## config.mk

```make
export PLATFORM = sky130hd
export DESIGN_NAME = imu_complementary_tilt_filter_core_flat
export DESIGN_NICKNAME = d
export VERILOG_FILES = /design/src/rtl/ictf_pkg.sv /design/src/rtl/ictf_stream_if.sv /design/src/rtl/imu_complementary_tilt_filter_core.sv /design/src/flat_wrapper.sv
export SDC_FILE = /design/constraint.sdc
export NUM_CORES = 2
export LEC_CHECK = 0
export ABC_CLOCK_PERIOD_IN_PS = 19700
export BUFFER_PORTS_ARGS = -buffer_cell sky130_fd_sc_hd__buf_2
export CAP_MARGIN = 20
export CORE_ASPECT_RATIO = 0.7
export CORE_MARGIN = 4
export CORE_UTILIZATION = 47
export DETAILED_ROUTE_END_ITERATION = 8
export PLACE_DENSITY = 0.69
export SKIP_LAST_GASP = 1
export SLEW_MARGIN = 30
export SYNTH_ARGS = -nofsm -noshare
export SYNTH_HDL_FRONTEND = slang
export SYNTH_SLANG_ARGS = --single-unit
```

## constraint.sdc

```tcl
create_clock -name clk -period 19.7 [get_ports clk]
set_input_delay 1.97 -clock clk [delete_from_list [all_inputs] [get_ports clk]]
set_output_delay 1.97 -clock clk [all_outputs]
set_load 0.1 [all_outputs]
```

## src/rtl/ictf_pkg.sv

```systemverilog
// package for the complementary tilt filter: item types, sequencer states,
// cordic angle table and register map. no dependencies
package ictf_pkg;

  localparam int CORDIC_STEPS_DEF    = 16;
  localparam int STATE_FRAC_BITS_DEF = 12;
  localparam int ANG_W               = 34;
  localparam int ANG_FRAC            = 24;
  localparam int CFG_AW              = 4;
  localparam int CFG_DW              = 32;
  localparam logic [16:0] ALPHA_ONE  = 17'd65536;
  localparam logic signed [ANG_W-1:0] ANG_180 = 34'sd3019898880;

  typedef enum logic [1:0] {
    REG_BLEND_ALPHA   = 2'd0,
    REG_RATE_OFFSET_X = 2'd1,
    REG_RATE_OFFSET_Y = 2'd2,
    REG_RATE_OFFSET_Z = 2'd3
  } ictf_reg_t;

  typedef enum logic [2:0] {
    ST_IDLE,
    ST_LOAD,
    ST_ITER,
    ST_CONV,
    ST_MUL,
    ST_BLEND,
    ST_DONE
  } ictf_state_t;

  typedef struct packed {
    logic signed [15:0] accel_x;
    logic signed [15:0] accel_y;
    logic signed [15:0] accel_z;
    logic signed [15:0] rate_x;
    logic signed [15:0] rate_y;
    logic signed [15:0] rate_z;
  } in_item_t;

  typedef struct packed {
    logic signed [15:0] roll_angle;
    logic signed [15:0] pitch_angle;
    logic signed [15:0] yaw_angle;
  } out_item_t;

  // round(atan(2^-i) deg * 2^24)
  function automatic logic signed [ANG_W-1:0] atan_deg(input logic [4:0] idx);
    logic signed [ANG_W-1:0] v;
    case (idx)
      5'd0:  v = 34'sd754974720;
      5'd1:  v = 34'sd445687602;
      5'd2:  v = 34'sd235489088;
      5'd3:  v = 34'sd119537938;
      5'd4:  v = 34'sd60000934;
      5'd5:  v = 34'sd30029717;
      5'd6:  v = 34'sd15018523;
      5'd7:  v = 34'sd7509720;
      5'd8:  v = 34'sd3754917;
      5'd9:  v = 34'sd1877466;
      5'd10: v = 34'sd938734;
      5'd11: v = 34'sd469367;
      5'd12: v = 34'sd234684;
      5'd13: v = 34'sd117342;
      5'd14: v = 34'sd58671;
      5'd15: v = 34'sd29335;
      5'd16: v = 34'sd14668;
      5'd17: v = 34'sd7334;
      5'd18: v = 34'sd3667;
      5'd19: v = 34'sd1833;
      5'd20: v = 34'sd917;
      5'd21: v = 34'sd458;
      5'd22: v = 34'sd229;
      5'd23: v = 34'sd115;
      default: v = '0;
    endcase
    return v;
  endfunction

endpackage

```

## src/rtl/ictf_stream_if.sv

```systemverilog
// valid/ready channel carrying one item of type T
// no dependencies; T is set from ictf_pkg types by the user
interface ictf_stream_if #(parameter type T = logic);
  logic valid;
  logic ready;
  T     data;
  modport source (output valid, output data, input ready);
  modport sink   (input valid, input data, output ready);
endinterface

```

## src/rtl/imu_complementary_tilt_filter_core.sv

```systemverilog
// complementary tilt filter core: three cordic atan2 runs blended with gyro
// integration. depends on ictf_pkg and ictf_stream_if
//
// One item runs through a single shared cordic shift-add unit that handles
// the three angles one after another, followed by one shared multiplier for
// each blend. The block takes no new item while an item is in work; the
// result waits in an output register, and a new item is taken once the
// result has gone into it, which waits until an earlier result there is taken.
// Registers sit at byte addresses 0, 4, 8, 12: blend_alpha (Q16, values above
// one act as one), then the x, y and z gyro offsets. Angles are in 1/128 deg.
module imu_complementary_tilt_filter_core #(
  parameter int CORDIC_STEPS    = ictf_pkg::CORDIC_STEPS_DEF,
  parameter int STATE_FRAC_BITS = ictf_pkg::STATE_FRAC_BITS_DEF
) (
  input  logic                        clk,
  input  logic                        rst_n,
  ictf_stream_if.sink                 in_if,
  ictf_stream_if.source               out_if,
  input  logic                        psel,
  input  logic                        penable,
  input  logic                        pwrite,
  input  logic [ictf_pkg::CFG_AW-1:0] paddr,
  input  logic [ictf_pkg::CFG_DW-1:0] pwdata,
  output logic [ictf_pkg::CFG_DW-1:0] prdata,
  output logic                        pready
);
  import ictf_pkg::*;

  localparam int F    = STATE_FRAC_BITS;
  localparam int SW   = F + 10;
  localparam int DW   = SW + 1;
  localparam int PW   = DW + 18;
  localparam int CW   = 28;
  localparam int IW   = $clog2(CORDIC_STEPS);
  localparam int AS   = ANG_FRAC - F;
  localparam int IRW  = F + 23;
  localparam int OW   = SW + 1;
  localparam logic signed [ANG_W-1:0] ZRND = ANG_W'(64'd1 << (AS - 1));
  localparam logic signed [OW-1:0]    ORND = OW'((64'd1 << (F - 7)) >> 1);
  localparam logic signed [DW:0]      LIM  = (DW+1)'(64'd256 << F);
  localparam logic [IW-1:0]           ILAST = IW'(CORDIC_STEPS - 1);

  // configuration
  logic [16:0]        alpha_r;
  logic signed [15:0] off_x_r, off_y_r, off_z_r;
  logic               cfg_wr;

  assign pready = 1'b1;
  assign cfg_wr = psel && penable && pwrite;

  always_ff @(posedge clk) begin
    if (!rst_n) begin
      alpha_r <= 17'd3277;
      off_x_r <= '0;
      off_y_r <= '0;
      off_z_r <= '0;
    end else if (cfg_wr) begin
      case (ictf_reg_t'(paddr[3:2]))
        REG_BLEND_ALPHA:   alpha_r <= pwdata[16:0];
        REG_RATE_OFFSET_X: off_x_r <= pwdata[15:0];
        REG_RATE_OFFSET_Y: off_y_r <= pwdata[15:0];
        REG_RATE_OFFSET_Z: off_z_r <= pwdata[15:0];
        default: ;
      endcase
    end
  end

  always_comb begin
    case (ictf_reg_t'(paddr[3:2]))
      REG_BLEND_ALPHA:   prdata = {15'd0, alpha_r};
      REG_RATE_OFFSET_X: prdata = {{16{off_x_r[15]}}, off_x_r};
      REG_RATE_OFFSET_Y: prdata = {{16{off_y_r[15]}}, off_y_r};
      REG_RATE_OFFSET_Z: prdata = {{16{off_z_r[15]}}, off_z_r};
      default:           prdata = '0;
    endcase
  end

  // sequencer and datapath registers
  ictf_state_t state_r, state_nxt;
  logic [1:0]  k_r, k_nxt;
  logic [IW-1:0] i_r, i_nxt;
  in_item_t    item_r, item_nxt;
  logic signed [CW-1:0]    x_r, x_nxt, y_r, y_nxt;
  logic signed [ANG_W-1:0] z_r, z_nxt;
  logic        zero_r, zero_nxt;
  logic signed [SW-1:0] b_r, b_nxt;
  logic signed [DW-1:0] d_r, d_nxt;
  logic signed [PW-1:0] p_r, p_nxt;
  logic signed [SW-1:0] ang_r [3];
  logic signed [SW-1:0] ang_nxt;
  logic        ang_we;
  logic        out_valid_r, out_valid_nxt;
  out_item_t   out_data_r, out_data_nxt;

  logic signed [15:0] sel_y, sel_x, sel_rate, sel_off;
  logic signed [SW-1:0] prev;

  always_comb begin
    case (k_r)
      2'd0: begin
        sel_y = item_r.accel_x; sel_x = item_r.accel_z;
        sel_rate = item_r.rate_y; sel_off = off_y_r;
      end
      2'd1: begin
        sel_y = item_r.accel_y; sel_x = item_r.accel_z;
        sel_rate = item_r.rate_x; sel_off = off_x_r;
      end
      default: begin
        sel_y = item_r.accel_y; sel_x = item_r.accel_x;
        sel_rate = item_r.rate_z; sel_off = off_z_r;
      end
    endcase
  end

  assign prev = ang_r[k_r];
  assign in_if.ready  = (state_r == ST_IDLE);
  assign out_if.valid = out_valid_r;
  assign out_if.data  = out_data_r;

  // next state
  always_comb begin
    state_nxt = state_r;
    case (state_r)
      ST_IDLE:  if (in_if.valid) state_nxt = ST_LOAD;
      ST_LOAD:  state_nxt = ST_ITER;
      ST_ITER:  if (i_r == ILAST) state_nxt = ST_CONV;
      ST_CONV:  state_nxt = ST_MUL;
      ST_MUL:   state_nxt = ST_BLEND;
      ST_BLEND: state_nxt = (k_r == 2'd2) ? ST_DONE : ST_LOAD;
      ST_DONE:  if (!out_valid_r || out_if.ready) state_nxt = ST_IDLE;
      default:  state_nxt = ST_IDLE;
    endcase
  end

  function automatic logic signed [15:0] to_out(input logic signed [SW-1:0] s);
    logic signed [OW-1:0] t;
    t = (OW'(s) + ORND) >>> (F - 7);
    if (t > OW'(32767))       to_out = 16'sh7fff;
    else if (t < -OW'(32768)) to_out = 16'sh8000;
    else                      to_out = t[15:0];
  endfunction

  logic signed [CW-1:0]    ld_x, ld_y, xs, ys;
  logic signed [ANG_W-1:0] zsel, acc_w;
  logic signed [16:0]      rr;
  logic signed [21:0]      r25;
  logic signed [IRW-1:0]   incw;
  logic signed [SW-1:0]    acc, inc, bsum;
  logic signed [PW-1:0]    pr;
  logic signed [DW:0]      v;

  // datapath
  always_comb begin
    k_nxt = k_r;
    i_nxt = i_r;
    item_nxt = item_r;
    x_nxt = x_r;
    y_nxt = y_r;
    z_nxt = z_r;
    zero_nxt = zero_r;
    b_nxt = b_r;
    d_nxt = d_r;
    p_nxt = p_r;
    ang_we = 1'b0;
    ang_nxt = prev;
    out_valid_nxt = out_valid_r && !out_if.ready;
    out_data_nxt = out_data_r;

    ld_y = CW'($signed({sel_y, 8'd0}));
    ld_x = CW'($signed({sel_x, 8'd0}));
    xs = x_r >>> i_r;
    ys = y_r >>> i_r;
    zsel = zero_r ? '0 : z_r;
    acc_w = (-zsel + ZRND) >>> AS;
    acc = acc_w[SW-1:0];
    rr = 17'(sel_rate) + 17'(sel_off);
    r25 = (22'(rr) <<< 4) + (22'(rr) <<< 3) + 22'(rr);
    incw = ((IRW'(r25)) <<< F) + IRW'(8192);
    inc = SW'(incw >>> 14);
    bsum = prev + inc;
    pr = (p_r + PW'(32768)) >>> 16;
    v = (DW+1)'(b_r) + pr[DW:0];

    case (state_r)
      ST_IDLE: begin
        if (in_if.valid) begin
          item_nxt = in_if.data;
          k_nxt = 2'd0;
        end
      end
      ST_LOAD: begin
        i_nxt = '0;
        zero_nxt = (sel_x == 16'sd0) && (sel_y == 16'sd0);
        if (sel_x < 16'sd0) begin
          x_nxt = -ld_x;
          y_nxt = -ld_y;
          z_nxt = (sel_y >= 16'sd0) ? ANG_180 : -ANG_180;
        end else begin
          x_nxt = ld_x;
          y_nxt = ld_y;
          z_nxt = '0;
        end
      end
      ST_ITER: begin
        if (y_r < 0) begin
          x_nxt = x_r - ys;
          y_nxt = y_r + xs;
          z_nxt = z_r - atan_deg(5'(i_r));
        end else begin
          x_nxt = x_r + ys;
          y_nxt = y_r - xs;
          z_nxt = z_r + atan_deg(5'(i_r));
        end
        i_nxt = i_r + 1'b1;
      end
      ST_CONV: begin
        b_nxt = bsum;
        d_nxt = DW'(acc) - DW'(bsum);
      end
      ST_MUL: begin
        p_nxt = PW'($signed({1'b0, (alpha_r[16] ? ALPHA_ONE : alpha_r)}) * d_r);
      end
      ST_BLEND: begin
        ang_we = 1'b1;
        if (v > LIM)       ang_nxt = SW'(LIM);
        else if (v < -LIM) ang_nxt = SW'(-LIM);
        else               ang_nxt = v[SW-1:0];
        k_nxt = k_r + 2'd1;
      end
      ST_DONE: begin
        if (!out_valid_r || out_if.ready) begin
          out_valid_nxt = 1'b1;
          out_data_nxt.roll_angle  = to_out(ang_r[0]);
          out_data_nxt.pitch_angle = to_out(ang_r[1]);
          out_data_nxt.yaw_angle   = to_out(ang_r[2]);
        end
      end
      default: ;
    endcase
  end

  always_ff @(posedge clk) begin
    if (!rst_n) begin
      state_r <= ST_IDLE;
      k_r <= '0;
      i_r <= '0;
      out_valid_r <= 1'b0;
      ang_r[0] <= '0;
      ang_r[1] <= '0;
      ang_r[2] <= '0;
    end else begin
      state_r <= state_nxt;
      k_r <= k_nxt;
      i_r <= i_nxt;
      out_valid_r <= out_valid_nxt;
      if (ang_we) ang_r[k_r] <= ang_nxt;
    end
  end

  always_ff @(posedge clk) begin
    item_r <= item_nxt;
    x_r <= x_nxt;
    y_r <= y_nxt;
    z_r <= z_nxt;
    zero_r <= zero_nxt;
    b_r <= b_nxt;
    d_r <= d_nxt;
    p_r <= p_nxt;
    out_data_r <= out_data_nxt;
  end

endmodule
```

## src/flat_wrapper.sv

```systemverilog
// flat-port wrapper written by rule: the top's interface ports become plain ports
module imu_complementary_tilt_filter_core_flat import ictf_pkg::*;
#(
  parameter int CORDIC_STEPS    = ictf_pkg::CORDIC_STEPS_DEF,
  parameter int STATE_FRAC_BITS = ictf_pkg::STATE_FRAC_BITS_DEF
)
  (clk, rst_n, psel, penable, pwrite, paddr, pwdata, prdata, pready, in_if_valid, in_if_data, in_if_ready, out_if_valid, out_if_data, out_if_ready);
  ictf_stream_if in_if_i ();
  ictf_stream_if out_if_i ();
  input  logic clk;
  input  logic rst_n;
  input  logic psel;
  input  logic penable;
  input  logic pwrite;
  input  logic [ictf_pkg::CFG_AW-1:0] paddr;
  input  logic [ictf_pkg::CFG_DW-1:0] pwdata;
  output logic [ictf_pkg::CFG_DW-1:0] prdata;
  output logic pready;
  input wire logic [$bits(in_if_i.valid)-1:0] in_if_valid;
  input wire logic [$bits(in_if_i.data)-1:0] in_if_data;
  output wire logic [$bits(in_if_i.ready)-1:0] in_if_ready;
  output wire logic [$bits(out_if_i.valid)-1:0] out_if_valid;
  output wire logic [$bits(out_if_i.data)-1:0] out_if_data;
  input wire logic [$bits(out_if_i.ready)-1:0] out_if_ready;
  assign in_if_i.valid = in_if_valid;
  assign in_if_i.data = in_if_data;
  assign in_if_ready = in_if_i.ready;
  assign out_if_valid = out_if_i.valid;
  assign out_if_data = out_if_i.data;
  assign out_if_i.ready = out_if_ready;
  imu_complementary_tilt_filter_core #(.CORDIC_STEPS(CORDIC_STEPS), .STATE_FRAC_BITS(STATE_FRAC_BITS)) u_core (.clk(clk), .rst_n(rst_n), .in_if(in_if_i), .out_if(out_if_i), .psel(psel), .penable(penable), .pwrite(pwrite), .paddr(paddr), .pwdata(pwdata), .prdata(prdata), .pready(pready));
endmodule
```

==> flow_summary.toml <==
[drt]
viasPerCell = 5.62
wirelength_um = 73400
antenna_left = 0
dr.pass1.iters = 7
num_vias = 21442
drt-initial-drc-count = 2179
routedWlPerCell_um = 19.2
drc = 0

[clock_network]
cts.sinks = 236
worstSkewPairLatency_ns = 0.54
cts_resized = 0
cts_tree = "built"
cts_root_buffer = "clkbuf_16"
cts_setup_buffers = 0
cts_htree_levels = 1
clkTransAtPathRegs_ns = 0.06
cts_buffers = 25
clockBufferDepth = 3
hold_buffers = 0

[power_and_ir_drop]
leakagePower_nw = 13.9
p_sw_mw = 1.57
finalPower_mw = 3.43
comb_power_share_pct = 65.3
netSwitchingFraction_pct = 45.9
peakVddDrop_mv = 0.0965
p_seq_share_pct = 20.1
power_density_nw_per_um2 = 112
internal_power_mw = 1.85
p_clk_share_pct = 14.7

[floorplanning]
initial_utilization_pct = 47.7
core_um2 = 60200
dieHeight_um = 215
rows = 75
die_w_um = 304
io_pins = 80
fp.dieArea_um2 = 65200

[synthesis]
synth_flop_cell = "edfxtp_1"
synth_warnings = 0
netlist_area_um2 = 28700
async_flop_share_pct = 0
yosys_register_bits = 236
syn_nets = 3622
syn_inst = 3014
synth_cell_types = 97
synth_edf_count = 159
synth.avg_cell_area_um2 = 9.53
seq_area_frac_synth_pct = 22.0

[sta]
fin_crit_ns = 9.13
tightest_slew_ns = 0.942
period_share_pct = 46.3
fmax_ghz = 0.110
slew_violations = 0
finalSetupViolations = 0
hold_violations = 0
fin_skew_ns = 0.0133
relSlewSlack_pct = 36.2
tns_ns = 0
rsz0062_at_grt = "false"

[setup_path]
worstSetupStartpointType = "flip-flop"
cp_slowest_cell = "o311ai_1"
cp.required_ns = 19.96
path_max_fanout = 22
crit_path_end_kind = "flip-flop"
criticalPathCategory = "flip-flop to flip-flop"
cpPeakStageDelay_ns = 0.77
cp.arrival_ns = 9.39
crit_path_frequent_cell = "ha_1"

[worst_hold_path]
min_path_type = "flip-flop to flip-flop"

[place]
hpwl_um = 55000
gp_congestion = 0.866
port_buffers = 61

[global_route]
grtUsageTotal_pct = 22.9
grt_pass1_vias = 22150
grt.overflow.total = 0
grt_max_degree = 81
antenna_found_initial = 1
grt_first_pass_wirelength_um = 120000

[status]
status = "finished clean"

[layout]
area_growth_pct = 6.38
n_antenna_cell = 0
drive_gt1_share_pct = 7.52
final_cell_mix = "nand2_1 (461), inv_1 (454), fa_1 (386)"
final_common_cell = "nand2_1"
nets = 3594

[run]
drv_cap = 0
==> final timing paths <==
path / cells past startpoint / endpoint / from / slack, ns
max: 32 / u_core.d_r[20] / u_core.k_r[0] / 10.57
min: 2 / u_core.off_y_r[12] / u_core.off_y_r[12] / 0.48
max reg2reg: 32 / u_core.d_r[20] / u_core.k_r[0] / 10.57
min reg2reg: 2 / u_core.off_y_r[12] / u_core.off_y_r[12] / 0.48
==> Yosys cell counts (7+ instances only) <==
cell	count	area (um^2)
mux4_2	38	856
a21boi_0	61	458
buf_2	13	65.1
nand4_1	18	113
a31oi_1	9	56.3
nor3_1	83	415
nand3_1	49	245
ha_1	177	2210
nor2b_1	37	231
or2_2	11	68.8
fa_1	387	7750
o21bai_1	7	52.6
a21oi_1	67	335
a21o_1	54	405
a22o_1	15	131
buf_4	15	113
a211oi_1	10	75.1
nor2_1	89	334
inv_1	454	1700
o21ai_0	37	185
o21a_1	15	113
nor4_1	9	56.3
xnor2_1	90	788
and3_1	24	150
o21ai_1	7	35.0
clkbuf_1	114	428
edfxtp_1	159	4770
dfxtp_1	77	1540
o31ai_1	24	180
and2_1	176	1100
nand2_1	462	1730
and4_1	7	61.3
nand2b_1	9	56.3
xor2_1	72	631
==> stage by stage <==
step           worst slack [ns]  instances  hold slack (ns)  utilization [%]  area (um^2)
6_report                  10.57       3812            0.482             50.7        30600
5_1_grt                    9.94       3812            0.503             50.7        30600
4_1_cts                   10.62       3812            0.480             50.7        30500
3_5_place_dp              10.69       3767            0.471             49.3        29700
3_3_place_gp              10.75       3767            0.460             49.2        29700
2_1_floorplan             12.19       3014            0.449                -        28700
==> flip-flops by register name, summed over array words and instances, names as in the netlist, named ones only <==
name and cells:
u_core.off_z_r 16, u_core.p_r 25, u_core.out_if.data 1, u_core.state_r 3
u_core.out_if.valid 1, u_core.b_r 22, u_core.i_r 4, u_core.ang_r 88
u_core.off_y_r 16, u_core.k_r 2, u_core.d_r 22, u_core.alpha_r 17
u_core.off_x_r 16, u_core.item_r 1
==> power groups by stage <==
| stage | logic [mW] | registers (mW) | clock network (mW) |
|---|---|---|---|
| floorplan | 1.63 | 0.681 | 0 |
| finish | 2.24 | 0.688 | 0.502 |
| global route | 2.55 | 0.691 | 0.531 |
| detailed placement | 2.19 | 0.697 | 0 |
| global placement | 2.15 | 0.696 | 0 |
| CTS | 2.24 | 0.687 | 0.510 |
==> worst max-delay path: cells and delay by family (launching register included) <==
kind	cells	cell delay, ns
AND/OR/NAND/NOR	13	2.87
XOR/XNOR	5	1.72
adder cells (fa/ha/maj)	6	1.67
AO/OA/AOI/OAI	5	1.56
buffers and inverters	3	0.59
flip-flops	1	0.41
==> per-layer routing <==
layer | routed length, um | vias to the layer above | GRT usage [%]
met5 | 0 | - | 0
li1 | - | 9754 | -
met4 | 1330 | 0 | 4.68
met2 | 31500 | 911 | 33.7
met3 | 6920 | 88 | 4.19
met1 | 33600 | 10689 | 35.4
==> final cells by class <==
| class | instances | area [um^2] |
|---|---|---|
| clock inverters | 14 | 205 |
| inverters | 454 | 1700 |
| repair buffers | 94 | 553 |
| fillers | 5442 | 29700 |
| flip-flops and latches | 236 | 6320 |
| well taps | 808 | 1010 |
| clock buffers | 31 | 648 |
| multi-input cells | 2175 | 20100 |
==> kinds of logic after synthesis <==
| kind of cell | share of synthesized area [%] |
|---|---|
| buf+inv | 8.18 |
| other cells | 0.0131 |
| fa+ha+maj | 34.7 |
| xor+xnor | 5.00 |
| simple gates | 17.2 |
| compound gates | 9.90 |
| flops | 22.0 |
| mux | 3.09 |
Note: power is estimated with default switching activity, not from simulation.
